$ cat src/rtl/tssup_pkg.sv
// shared types, constants and register indexes of the thermostat second tick supervisor
package tssup_pkg;

   // default limits, handed down from the top level parameters
   localparam int DAY_LAST_SECOND_DEF = 86399;
   localparam int DOWN_LIMIT_DEF      = 120;
   localparam int MINUTE_CAP_DEF      = 1440;
   localparam int HOLD_LIMIT_DEF      = 5;

   localparam int SEC_W  = 17;
   localparam int MIN_W  = 11;
   localparam int DOWN_W = 7;
   localparam int HOLD_W = 3;
   localparam int OFS_W  = 16;
   localparam int STEP_W = 6;
   localparam int BYTE_W = 8;
   localparam int TICK_W = 6;
   localparam int GAP_W  = 2;

   localparam logic [SEC_W-1:0]  REPORT_SECOND    = 17'd85800;
   localparam logic [TICK_W-1:0] TICKS_PER_MINUTE = 6'd60;
   localparam logic [TICK_W-1:0] MARK_MINUTE      = 6'd45;
   localparam logic [GAP_W:0]    RX_GAP_LIMIT     = 3'd2;
   localparam logic [BYTE_W-1:0] CHAR_O           = 8'h4F;
   localparam logic [BYTE_W-1:0] CHAR_K           = 8'h4B;

   localparam logic OP_TICK = 1'b0;
   localparam logic OP_BYTE = 1'b1;

   localparam logic [1:0] CHG_NONE  = 2'd0;
   localparam logic [1:0] CHG_LOWER = 2'd1;
   localparam logic [1:0] CHG_RAISE = 2'd2;

   localparam int CSR_IDX_W  = 3;
   localparam int CSR_DATA_W = 17;
   localparam logic [CSR_IDX_W-1:0] CSR_TARIFF_ENABLE = 3'd0;
   localparam logic [CSR_IDX_W-1:0] CSR_DAY_SWITCH    = 3'd1;
   localparam logic [CSR_IDX_W-1:0] CSR_NIGHT_SWITCH  = 3'd2;
   localparam logic [CSR_IDX_W-1:0] CSR_TARIFF_STEP   = 3'd3;

   localparam logic [SEC_W-1:0] DAY_SWITCH_RESET   = 17'd25200;
   localparam logic [SEC_W-1:0] NIGHT_SWITCH_RESET = 17'd82800;

   localparam int REQ_TDATA_W = 16;
   localparam int RSP_TDATA_W = 64;

   typedef struct packed {
      logic              op;
      logic [BYTE_W-1:0] rx_byte;
      logic              link_up;
      logic              init_busy;
      logic              mains_absent;
      logic              heating_on;
      logic              button_released;
   } item_type;

   typedef struct packed {
      logic              tariff_enable;
      logic [SEC_W-1:0]  day_switch_second;
      logic [SEC_W-1:0]  night_switch_second;
      logic [STEP_W-1:0] tariff_step;
   } cfg_type;

   typedef struct packed {
      logic                    ok_seen;
      logic                    rx_done;
      logic                    reconnect_request;
      logic                    report_due;
      logic                    hourly_mark;
      logic                    reset_request;
      logic [1:0]              setpoint_change;
      logic signed [OFS_W-1:0] setpoint_offset;
      logic [SEC_W-1:0]        seconds_of_day;
      logic [MIN_W-1:0]        mains_off_minutes;
      logic [MIN_W-1:0]        heating_minutes;
   } result_type;

endpackage

$ cat src/rtl/tssup_core.sv
// supervisor state registers and the single-pass update for one event
module tssup_core #(
   parameter int DAY_LAST_SECOND = tssup_pkg::DAY_LAST_SECOND_DEF,
   parameter int DOWN_LIMIT      = tssup_pkg::DOWN_LIMIT_DEF,
   parameter int MINUTE_CAP      = tssup_pkg::MINUTE_CAP_DEF,
   parameter int HOLD_LIMIT      = tssup_pkg::HOLD_LIMIT_DEF
) (
   input  logic                   clock,
   input  logic                   reset,
   input  tssup_pkg::cfg_type     cfg,
   input  logic                   fire,
   input  tssup_pkg::item_type    item,
   output tssup_pkg::result_type  result
);
   import tssup_pkg::*;

   function automatic logic signed [OFS_W-1:0] sat16(input logic signed [OFS_W+1:0] v);
      logic signed [OFS_W-1:0] r;
      if (v > 18'sd32767) begin
         r = 16'sh7FFF;
      end else if (v < -18'sd32768) begin
         r = 16'sh8000;
      end else begin
         r = v[OFS_W-1:0];
      end
      return r;
   endfunction

   logic [SEC_W-1:0]        day_ff, day_in;
   logic [TICK_W-1:0]       tick_ff, tick_in;
   logic                    mark_ff, mark_in;
   logic [MIN_W-1:0]        off_ff, off_in;
   logic [MIN_W-1:0]        heat_ff, heat_in;
   logic [DOWN_W-1:0]       down_ff, down_in;
   logic                    rx_active_ff, rx_active_in;
   logic [GAP_W-1:0]        gap_ff, gap_in;
   logic                    prev_valid_ff, prev_valid_in;
   logic [BYTE_W-1:0]       prev_byte_ff, prev_byte_in;
   logic [HOLD_W-1:0]       hold_ff, hold_in;
   logic signed [OFS_W-1:0] ofs_ff, ofs_in;

   // tick path arithmetic
   logic [SEC_W:0]          day_inc;
   logic                    day_wrap;
   logic [SEC_W-1:0]        day_next;
   logic [TICK_W-1:0]       tick_inc;
   logic                    minute_full;
   logic [TICK_W-1:0]       tick_next;
   logic [MIN_W-1:0]        off_base, heat_base;
   logic [MIN_W:0]          off_inc, heat_inc;
   logic [MIN_W-1:0]        off_next, heat_next;
   logic [DOWN_W:0]         down_inc;
   logic [GAP_W:0]          gap_inc;
   logic [HOLD_W:0]         hold_inc;
   logic                    day_hit, night_hit;
   logic signed [OFS_W+1:0] ofs_wide, step_wide;
   logic signed [OFS_W-1:0] ofs_lowered, ofs_mid, ofs_raised;
   logic                    ok_pair;

   assign day_inc     = {1'b0, day_ff} + {{SEC_W{1'b0}}, 1'b1};
   assign day_wrap    = day_inc > (SEC_W+1)'(DAY_LAST_SECOND);
   assign day_next    = day_wrap ? '0 : day_inc[SEC_W-1:0];
   assign tick_inc    = tick_ff + 6'd1;
   assign minute_full = tick_inc == TICKS_PER_MINUTE;
   assign tick_next   = minute_full ? '0 : tick_inc;

   // the day wrap clears the totals before a completing minute is added
   assign off_base  = day_wrap ? '0 : off_ff;
   assign heat_base = day_wrap ? '0 : heat_ff;
   assign off_inc   = {1'b0, off_base} + {{MIN_W{1'b0}}, item.mains_absent};
   assign heat_inc  = {1'b0, heat_base} + {{MIN_W{1'b0}}, item.heating_on};
   assign off_next  = !minute_full ? off_base :
                      (off_inc > (MIN_W+1)'(MINUTE_CAP)) ? '0 : off_inc[MIN_W-1:0];
   assign heat_next = !minute_full ? heat_base :
                      (heat_inc > (MIN_W+1)'(MINUTE_CAP)) ? '0 : heat_inc[MIN_W-1:0];

   assign down_inc = {1'b0, down_ff} + {{DOWN_W{1'b0}}, 1'b1};
   assign gap_inc  = {1'b0, gap_ff} + {{GAP_W{1'b0}}, (rx_active_ff & ~item.init_busy)};
   assign hold_inc = {1'b0, hold_ff} + {{HOLD_W{1'b0}}, 1'b1};

   assign day_hit   = cfg.tariff_enable && (day_next == cfg.day_switch_second);
   assign night_hit = cfg.tariff_enable && (day_next == cfg.night_switch_second);
   assign ofs_wide  = {{2{ofs_ff[OFS_W-1]}}, ofs_ff};
   assign step_wide = {{(OFS_W+2-STEP_W){1'b0}}, cfg.tariff_step};
   assign ofs_lowered = sat16(ofs_wide - step_wide);
   assign ofs_mid     = day_hit ? ofs_lowered : ofs_ff;
   assign ofs_raised  = sat16({{2{ofs_mid[OFS_W-1]}}, ofs_mid} + step_wide);

   assign ok_pair = prev_valid_ff && (prev_byte_ff == CHAR_O) && (item.rx_byte == CHAR_K);

   always_comb begin
      day_in        = day_ff;
      tick_in       = tick_ff;
      mark_in       = mark_ff;
      off_in        = off_ff;
      heat_in       = heat_ff;
      down_in       = down_ff;
      rx_active_in  = rx_active_ff;
      gap_in        = gap_ff;
      prev_valid_in = prev_valid_ff;
      prev_byte_in  = prev_byte_ff;
      hold_in       = hold_ff;
      ofs_in        = ofs_ff;
      result        = '0;
      result.setpoint_change = CHG_NONE;

      if (item.op == OP_BYTE) begin
         rx_active_in = 1'b1;
         gap_in       = '0;
         if (ok_pair) begin
            result.ok_seen = 1'b1;
            prev_valid_in  = 1'b0;
            prev_byte_in   = '0;
         end else begin
            prev_valid_in  = 1'b1;
            prev_byte_in   = item.rx_byte;
         end
      end else begin
         if (!item.link_up) begin
            if (down_inc > (DOWN_W+1)'(DOWN_LIMIT)) begin
               down_in = '0;
               result.reconnect_request = 1'b1;
            end else begin
               down_in = down_inc[DOWN_W-1:0];
            end
         end else begin
            down_in = '0;
         end

         if (gap_inc > RX_GAP_LIMIT) begin
            gap_in       = '0;
            rx_active_in = 1'b0;
            result.rx_done = 1'b1;
         end else begin
            gap_in = gap_inc[GAP_W-1:0];
         end

         day_in  = day_next;
         tick_in = tick_next;
         off_in  = off_next;
         heat_in = heat_next;
         result.report_due = day_next == REPORT_SECOND;

         if (tick_next == MARK_MINUTE) begin
            result.hourly_mark = ~mark_ff;
            mark_in = 1'b1;
         end else begin
            mark_in = 1'b0;
         end

         // equal switch seconds: lower then raise, reported as raised
         if (night_hit) begin
            ofs_in = ofs_raised;
            result.setpoint_change = CHG_RAISE;
         end else if (day_hit) begin
            ofs_in = ofs_lowered;
            result.setpoint_change = CHG_LOWER;
         end

         if (item.button_released) begin
            hold_in = '0;
         end else if (hold_inc > (HOLD_W+1)'(HOLD_LIMIT)) begin
            hold_in = '0;
            result.reset_request = 1'b1;
         end else begin
            hold_in = hold_inc[HOLD_W-1:0];
         end
      end

      result.setpoint_offset   = ofs_in;
      result.seconds_of_day    = day_in;
      result.mains_off_minutes = off_in;
      result.heating_minutes   = heat_in;
   end

   always_ff @(posedge clock) begin
      if (reset) begin
         day_ff        <= '0;
         tick_ff       <= '0;
         mark_ff       <= 1'b0;
         off_ff        <= '0;
         heat_ff       <= '0;
         down_ff       <= '0;
         rx_active_ff  <= 1'b0;
         gap_ff        <= '0;
         prev_valid_ff <= 1'b0;
         prev_byte_ff  <= '0;
         hold_ff       <= '0;
         ofs_ff        <= '0;
      end else if (fire) begin
         day_ff        <= day_in;
         tick_ff       <= tick_in;
         mark_ff       <= mark_in;
         off_ff        <= off_in;
         heat_ff       <= heat_in;
         down_ff       <= down_in;
         rx_active_ff  <= rx_active_in;
         gap_ff        <= gap_in;
         prev_valid_ff <= prev_valid_in;
         prev_byte_ff  <= prev_byte_in;
         hold_ff       <= hold_in;
         ofs_ff        <= ofs_in;
      end
   end

endmodule

$ cat src/rtl/thermostat_second_tick_supervisor.sv
// top level of the thermostat second tick supervisor: stream ports, config registers, staging
// One event (a one-second tick, or a received serial byte when req_tuser is 1) enters per
// clock while req_tready is high and yields exactly one result beat: the event is held in the
// input register, then the whole update runs in one combinational pass into the result
// register. Events may follow back to back; the input stays ready while a result waits, and
// only stalls when both the input and result registers are full and rsp_tready is low.
// The user writes tariff registers via the csr port only while the block is idle; the block
// does not enforce it. csr_ready is always high and writes to unknown indexes are dropped.
module thermostat_second_tick_supervisor #(
   parameter int DAY_LAST_SECOND = tssup_pkg::DAY_LAST_SECOND_DEF,
   parameter int DOWN_LIMIT      = tssup_pkg::DOWN_LIMIT_DEF,
   parameter int MINUTE_CAP      = tssup_pkg::MINUTE_CAP_DEF,
   parameter int HOLD_LIMIT      = tssup_pkg::HOLD_LIMIT_DEF
) (
   input  logic                             clock,
   input  logic                             reset,
   input  logic                             req_tvalid,
   output logic                             req_tready,
   // rx_byte[7:0], link_up, init_busy, mains_absent, heating_on, button_released, zero pad
   input  logic [tssup_pkg::REQ_TDATA_W-1:0] req_tdata,
   // op
   input  logic                             req_tuser,
   output logic                             rsp_tvalid,
   input  logic                             rsp_tready,
   // ok_seen, rx_done, reconnect_request, report_due, hourly_mark, reset_request,
   // setpoint_change[1:0], setpoint_offset[15:0], seconds_of_day[16:0],
   // mains_off_minutes[10:0], heating_minutes[10:0], zero pad
   output logic [tssup_pkg::RSP_TDATA_W-1:0] rsp_tdata,
   input  logic                             csr_valid,
   output logic                             csr_ready,
   input  logic [tssup_pkg::CSR_IDX_W-1:0]  csr_index,
   input  logic [tssup_pkg::CSR_DATA_W-1:0] csr_data
);
   import tssup_pkg::*;

   logic       in_valid_ff, in_valid_in;
   item_type   in_item_ff;
   item_type   req_item;
   logic       rsp_valid_ff, rsp_valid_in;
   result_type rsp_result_ff;
   result_type core_result;
   cfg_type    cfg_ff;
   logic       req_fire, advance, csr_fire;

   assign req_item.op              = req_tuser;
   assign req_item.rx_byte         = req_tdata[7:0];
   assign req_item.link_up         = req_tdata[8];
   assign req_item.init_busy       = req_tdata[9];
   assign req_item.mains_absent    = req_tdata[10];
   assign req_item.heating_on      = req_tdata[11];
   assign req_item.button_released = req_tdata[12];

   assign advance     = in_valid_ff && (!rsp_valid_ff || rsp_tready);
   assign req_tready  = !in_valid_ff || advance;
   assign req_fire    = req_tvalid && req_tready;
   assign in_valid_in = req_fire || (in_valid_ff && !advance);
   assign rsp_valid_in = advance || (rsp_valid_ff && !rsp_tready);
   assign csr_ready   = 1'b1;
   assign csr_fire    = csr_valid && csr_ready;

   tssup_core #(
      .DAY_LAST_SECOND (DAY_LAST_SECOND),
      .DOWN_LIMIT      (DOWN_LIMIT),
      .MINUTE_CAP      (MINUTE_CAP),
      .HOLD_LIMIT      (HOLD_LIMIT)
   ) u_core (
      .clock  (clock),
      .reset  (reset),
      .cfg    (cfg_ff),
      .fire   (advance),
      .item   (in_item_ff),
      .result (core_result)
   );

   always_ff @(posedge clock) begin
      if (reset) begin
         in_valid_ff  <= 1'b0;
         rsp_valid_ff <= 1'b0;
      end else begin
         in_valid_ff  <= in_valid_in;
         rsp_valid_ff <= rsp_valid_in;
      end
   end

   always_ff @(posedge clock) begin
      if (req_fire) begin
         in_item_ff <= req_item;
      end
      if (advance) begin
         rsp_result_ff <= core_result;
      end
   end

   always_ff @(posedge clock) begin
      if (reset) begin
         cfg_ff.tariff_enable       <= 1'b0;
         cfg_ff.day_switch_second   <= DAY_SWITCH_RESET;
         cfg_ff.night_switch_second <= NIGHT_SWITCH_RESET;
         cfg_ff.tariff_step         <= '0;
      end else if (csr_fire) begin
         case (csr_index)
            CSR_TARIFF_ENABLE: begin
               cfg_ff.tariff_enable <= csr_data[0];
            end
            CSR_DAY_SWITCH: begin
               cfg_ff.day_switch_second <= csr_data[SEC_W-1:0];
            end
            CSR_NIGHT_SWITCH: begin
               cfg_ff.night_switch_second <= csr_data[SEC_W-1:0];
            end
            CSR_TARIFF_STEP: begin
               cfg_ff.tariff_step <= csr_data[STEP_W-1:0];
            end
            default: begin
               cfg_ff <= cfg_ff;
            end
         endcase
      end
   end

   assign rsp_tvalid = rsp_valid_ff;
   assign rsp_tdata  = {1'b0,
                        rsp_result_ff.heating_minutes,
                        rsp_result_ff.mains_off_minutes,
                        rsp_result_ff.seconds_of_day,
                        rsp_result_ff.setpoint_offset,
                        rsp_result_ff.setpoint_change,
                        rsp_result_ff.reset_request,
                        rsp_result_ff.hourly_mark,
                        rsp_result_ff.report_due,
                        rsp_result_ff.reconnect_request,
                        rsp_result_ff.rx_done,
                        rsp_result_ff.ok_seen};

   // a byte beat never raises tick pulses or a setpoint change
   assert property (@(posedge clock) disable iff (reset)
      advance && in_item_ff.op == OP_BYTE |=>
         rsp_result_ff.rx_done == 1'b0 && rsp_result_ff.reconnect_request == 1'b0 &&
         rsp_result_ff.report_due == 1'b0 && rsp_result_ff.hourly_mark == 1'b0 &&
         rsp_result_ff.reset_request == 1'b0 && rsp_result_ff.setpoint_change == CHG_NONE)
      else $error("byte beat produced tick outputs");

   // a draining output never blocks the input side
   assert property (@(posedge clock) disable iff (reset) rsp_tready |-> req_tready)
      else $error("input stalled while output drains");

   assert property (@(posedge clock) disable iff (reset)
      rsp_valid_ff |-> rsp_result_ff.seconds_of_day <= SEC_W'(DAY_LAST_SECOND))
      else $error("time of day past end of day");

   assert property (@(posedge clock) disable iff (reset)
      rsp_valid_ff |-> rsp_result_ff.mains_off_minutes <= MIN_W'(MINUTE_CAP) &&
                       rsp_result_ff.heating_minutes <= MIN_W'(MINUTE_CAP))
      else $error("minute total past cap");

   assert property (@(posedge clock) disable iff (reset)
      rsp_valid_ff |-> rsp_result_ff.setpoint_change != 2'd3)
      else $error("invalid setpoint change code");

endmodule
$ cat config.mk
export PLATFORM = sky130hd
export DESIGN_NAME = thermostat_second_tick_supervisor
export DESIGN_NICKNAME = d
export VERILOG_FILES = /design/src/rtl/tssup_pkg.sv /design/src/rtl/tssup_core.sv /design/src/rtl/thermostat_second_tick_supervisor.sv
export SDC_FILE = /design/constraint.sdc
export NUM_CORES = 1
export LEC_CHECK = 0
export BUFFER_PORTS_ARGS = -buffer_cell sky130_fd_sc_hd__buf_4
export CAP_MARGIN = 20
export CORE_MARGIN = 2
export CORE_UTILIZATION = 60
export CTS_CLUSTER_SIZE = 40
export DETAILED_ROUTE_END_ITERATION = 8
export PLACE_DENSITY = 0.91
export SYNTH_ARGS = -nofsm -noshare
export SYNTH_HDL_FRONTEND = slang
export SYNTH_SLANG_ARGS = --single-unit
$ cat constraint.sdc
create_clock -name clock -period 8.3 [get_ports clock]
set_clock_uncertainty 0.15 [all_clocks]
set_input_delay 0 -clock clock [delete_from_list [all_inputs] [get_ports clock]]
set_output_delay 0 -clock clock [all_outputs]
set_load 0.02 [all_outputs]
==> flow_summary.toml <==
[outcome]
status = "complete, no violations"

[grt]
grt_pass1_wl_um = 59000
top_usage_layer = "met2"
grt_start_max_net_pins = 86
met2_usage_pct = 56.30
gr-total-overflow = 0
antenna_found_initial = 1
grt_pass1_vias = 11495
grt_util_met3_pct = 4.074
grt_use_met1_pct = 42.69
grt_use_total_pct = 33.19

[die]
die_height_um = 147.8
die-area_mm2 = 0.02183
io_pins = 109
core_area_mm2 = 0.02023
num_rows = 52
dieWidth_um = 147.8
initial_utilization_pct = 61.27

[power]
power_density_mw_per_mm2 = 162.8
power_frac_clock_pct = 41.4
leakage_nw = 5.264
swShare_pct = 26.03
internal_power_mw = 1.730
p_sw_mw = 0.6088
p_seq_share_pct = 47.1
combPwrFrac_pct = 11.6
irDropWorstVdd_mv = 0.1675

[cts]
clockRootBuffer = "clkbuf_16"
clockBufferDepth = 3
cts_buffers = 22
ctsResizeCount = 0
htreeDepth = 1
cts.sink_count = 204
clock_latency_ns = 0.54
cts_tree = "built"
clk_pin_slew_ns = 0.07

[finish]
stdcell_count = 1888
fin_nets = 1674
areaGrowthSynthToFinish_pct = 15.83
drive_gt1_share_pct = 11.94
utilization_pct = 70.97

[drt]
routedWlPerCell_um = 19.45
drtAntennaViolNets = 0
vias_per_cell = 6.539
vias = 12346
drc_errors = 0
drt-total-wl_um = 36730
drt_first_pass_iters = 7
drt_iter0_drc = 1321

[synthesis]
synth-edff-count = 77
yosysWarnings = 0
yosysTopAreaCell = "dfxtp_1"
yosys-top-cells-area = "dfxtp_1, edfxtp_1, nand2_1"
seq_area_frac_synth_pct = 39.16
synth-seq-cells = 204
postSynthAreaPerCell_um2 = 8.151
synthCells = 1521
synth_ff_type = "dfxtp_1"
synth_nets = 1593
syn-cell-area_mm2 = 0.01240
synth_top_area_share_pct = 20.51
synth.distinct_cells = 92
async_flop_share_pct = 0

[setup_path]
cp_max_fo = 30
worstSetupPathType = "reg2reg"
arrival_ns = 8.02
cp.required_ns = 8.57
end_kind = "flip-flop"
critPathLaunch = "u_core.day_ff[1]"
timing.rr.start = "u_core.day_ff[1]"
critPathLaunchType = "flip-flop"
worstSetupEndpoint = "u_core.ofs_ff[2]"
r2r_cells = 27
r2r_slack_ns = 0.55
timing.rr.end = "u_core.ofs_ff[2]"

[sta]
slew_viol_final = 0
tns_ns = 0
maxSlewHeadroom_pct = 28.20
max_slew.worst_pin.slew_ns = 1.077
grt_setup_unrepaired = "false"
worst_slack_ns = 0.5540
finalHoldViolCount = 0
min_period_ns = 7.746
fmax_mhz = 129.1
period_share_pct = 93.32
setup_viol = 0

[hold_path]
hold_path.class = "in2reg"
hold_path_startpoint = "req_tdata[7]"

[placement]
dp.cells = 1803
preCtsSetupSlack_ns = 0.9444
gp_congestion = 0.9570
io_buffers = 103
place_hpwl_um = 24880

[run]
cap_viol_max_count = 0
-- repair_timing --
item | 4_1_cts | 5_1_grt
setup buffers | 0 | 0
hold buffers | 44 | 0
endpoints found under the hold margin | 106 | 0
-- synthesized netlist by cell type (5+ instances only) --
cell type  instances
a211oi_1          15
a21o_1            12
a21oi_1          110
a22o_1             6
a22oi_1           17
a311oi_1          12
a31oi_1           20
a32oi_1           12
and2_1            12
and3_1            26
buf_1              9
buf_2             18
clkbuf_1          76
dfxtp_1          127
edfxtp_1          77
ha_1              28
inv_1             47
mux2_2             9
mux2i_1           19
nand2_1          215
nand2b_1          10
nand3_1           72
nand4_1           18
nand4b_1           6
nor2_1           149
nor2b_1            9
nor3_1            45
nor3b_1            6
nor4_1            15
o2111ai_1          6
o211ai_1           6
o21a_1             7
o21ai_0           77
o21ai_1           14
o21bai_1           5
o22ai_1           14
o31a_1             5
o31ai_1           18
or2_2              8
or3_1             13
or4_1              9
xnor2_1           32
xor2_1            24
-- routing by layer --
layer	wire length, um	part of all wire [%]
met1	14350	39
met2	17500	48
met3	2930	8.0
met4	1950	5.3
met5	0	0
-- cells by family after synthesis --
logic type | after synthesis | share of synthesized area, %
xor gates and xnor gates | 56 | 3.956
buffers and inverters | 156 | 5.116
other | 2 | 0.06057
AOI/OAI and AO/OA | 406 | 21.37
and+or+nand+nor | 638 | 24.75
adders and majority gates | 30 | 3.149
DFF | 204 | 39.16
muxes | 29 | 2.442
-- placed cells by master, fill, tap and decap left out, types with 10 or more instances in the layout --
| cell type | n |
|---|---|
| a22oi_1 | 17 |
| a31oi_1 | 20 |
| a211oi_1 | 15 |
| xnor2_1 | 32 |
| dlygate4sd3_1 | 44 |
| o22ai_1 | 14 |
| ha_1 | 28 |
| xor2_1 | 24 |
| and2_1 | 12 |
| nand2_1 | 214 |
| or3_1 | 13 |
| a32oi_1 | 12 |
| edfxtp_1 | 77 |
| nor2_1 | 147 |
| a311oi_1 | 12 |
| dfxtp_1 | 127 |
| o21ai_1 | 14 |
| inv_1 | 46 |
| o21ai_0 | 77 |
| nor3_1 | 45 |
| mux2i_1 | 19 |
| and3_1 | 26 |
| nand2b_1 | 10 |
| nand3_1 | 72 |
| o31ai_1 | 18 |
| nor4_1 | 15 |
| a21o_1 | 12 |
| a21oi_1 | 110 |
| clkbuf_16 | 23 |
| nand4_1 | 18 |
| buf_4 | 119 |
-- worst min path at each step --
stage / slack (ns) / depth (start not counted) / end
CTS: 0.02 / 2 / in_item_ff[12]
detailed placement: 0.03 / 1 / in_item_ff[12]
floorplan: -0.05 / 0 / in_item_ff[0]
global route: 0.04 / 2 / in_item_ff[3]
global placement: 0.03 / 1 / in_item_ff[3]
finish: 0.03 / 2 / in_item_ff[12]
-- cell type report --
type / count / area (um^2)
diodes: 1 / 2.502
clock buffers: 35 / 660.6
clock inverters: 4 / 51.30
fillers: 1530 / 5873
inverters: 48 / 181.4
multi-input cells: 1161 / 6917
flip-flops and latches: 204 / 4855
well taps: 270 / 337.8
repair buffers: 165 / 1356
-- sequential cells by signal (all words and copies together) (netlist names) --
name / flops
u_core.day_ff: 17
u_core.down_ff: 7
in_valid_ff: 1
u_core.heat_ff: 11
u_core.prev_byte_ff: 8
rsp_tdata: 63
u_core.off_ff: 11
u_core.mark_ff: 1
u_core.hold_ff: 3
in_item_ff: 14
u_core.gap_ff: 2
cfg_ff: 41
u_core.ofs_ff: 16
u_core.prev_valid_ff: 1
u_core.tick_ff: 6
rsp_tvalid: 1
u_core.rx_active_ff: 1
-- critical path, stage by stage, from the launching register on --
cell,delay (ns)
dfxtp_1,0.49
ha_1,0.43
nand3_1,0.26
nor4_4,0.44
xnor2_1,0.29
o211ai_2,0.44
a21o_1,0.69
o221ai_1,0.26
o22ai_1,0.37
and4_1,0.30
buf_4,0.35
nand2_1,0.12
o21ai_0,0.15
ha_1,0.25
inv_1,0.06
fa_1,0.41
inv_1,0.07
a21oi_1,0.06
o21bai_1,0.20
a21o_1,0.17
a21o_1,0.19
o21ai_0,0.13
nor2_1,0.12
a21oi_1,0.11
or3_1,0.46
mux2i_1,0.18
o22ai_1,0.14
a311oi_1,0.35
-- power groups by stage --
stage | logic (mW) | clock network (mW) | registers (mW)
finish | 0.270 | 0.968 | 1.10
global route | 0.295 | 1.01 | 1.10
CTS | 0.265 | 0.968 | 1.10
detailed placement | 0.248 | 0 | 1.12
global placement | 0.240 | 0 | 1.12
floorplan | 0.152 | 0 | 1.13
-- metrics by stage --
stage          power [mW]  instance area [um^2]  hold WS [ns]
2_1_floorplan       1.280                 12400      -0.05113
3_3_place_gp        1.360                 13180       0.02817
3_5_place_dp        1.368                 13200       0.02945
4_1_cts             2.332                 14350       0.02114
5_1_grt             2.410                 14360       0.03548
6_report            2.338                 14360       0.03258
No activity file was read; power rests on OpenSTA's default activity.
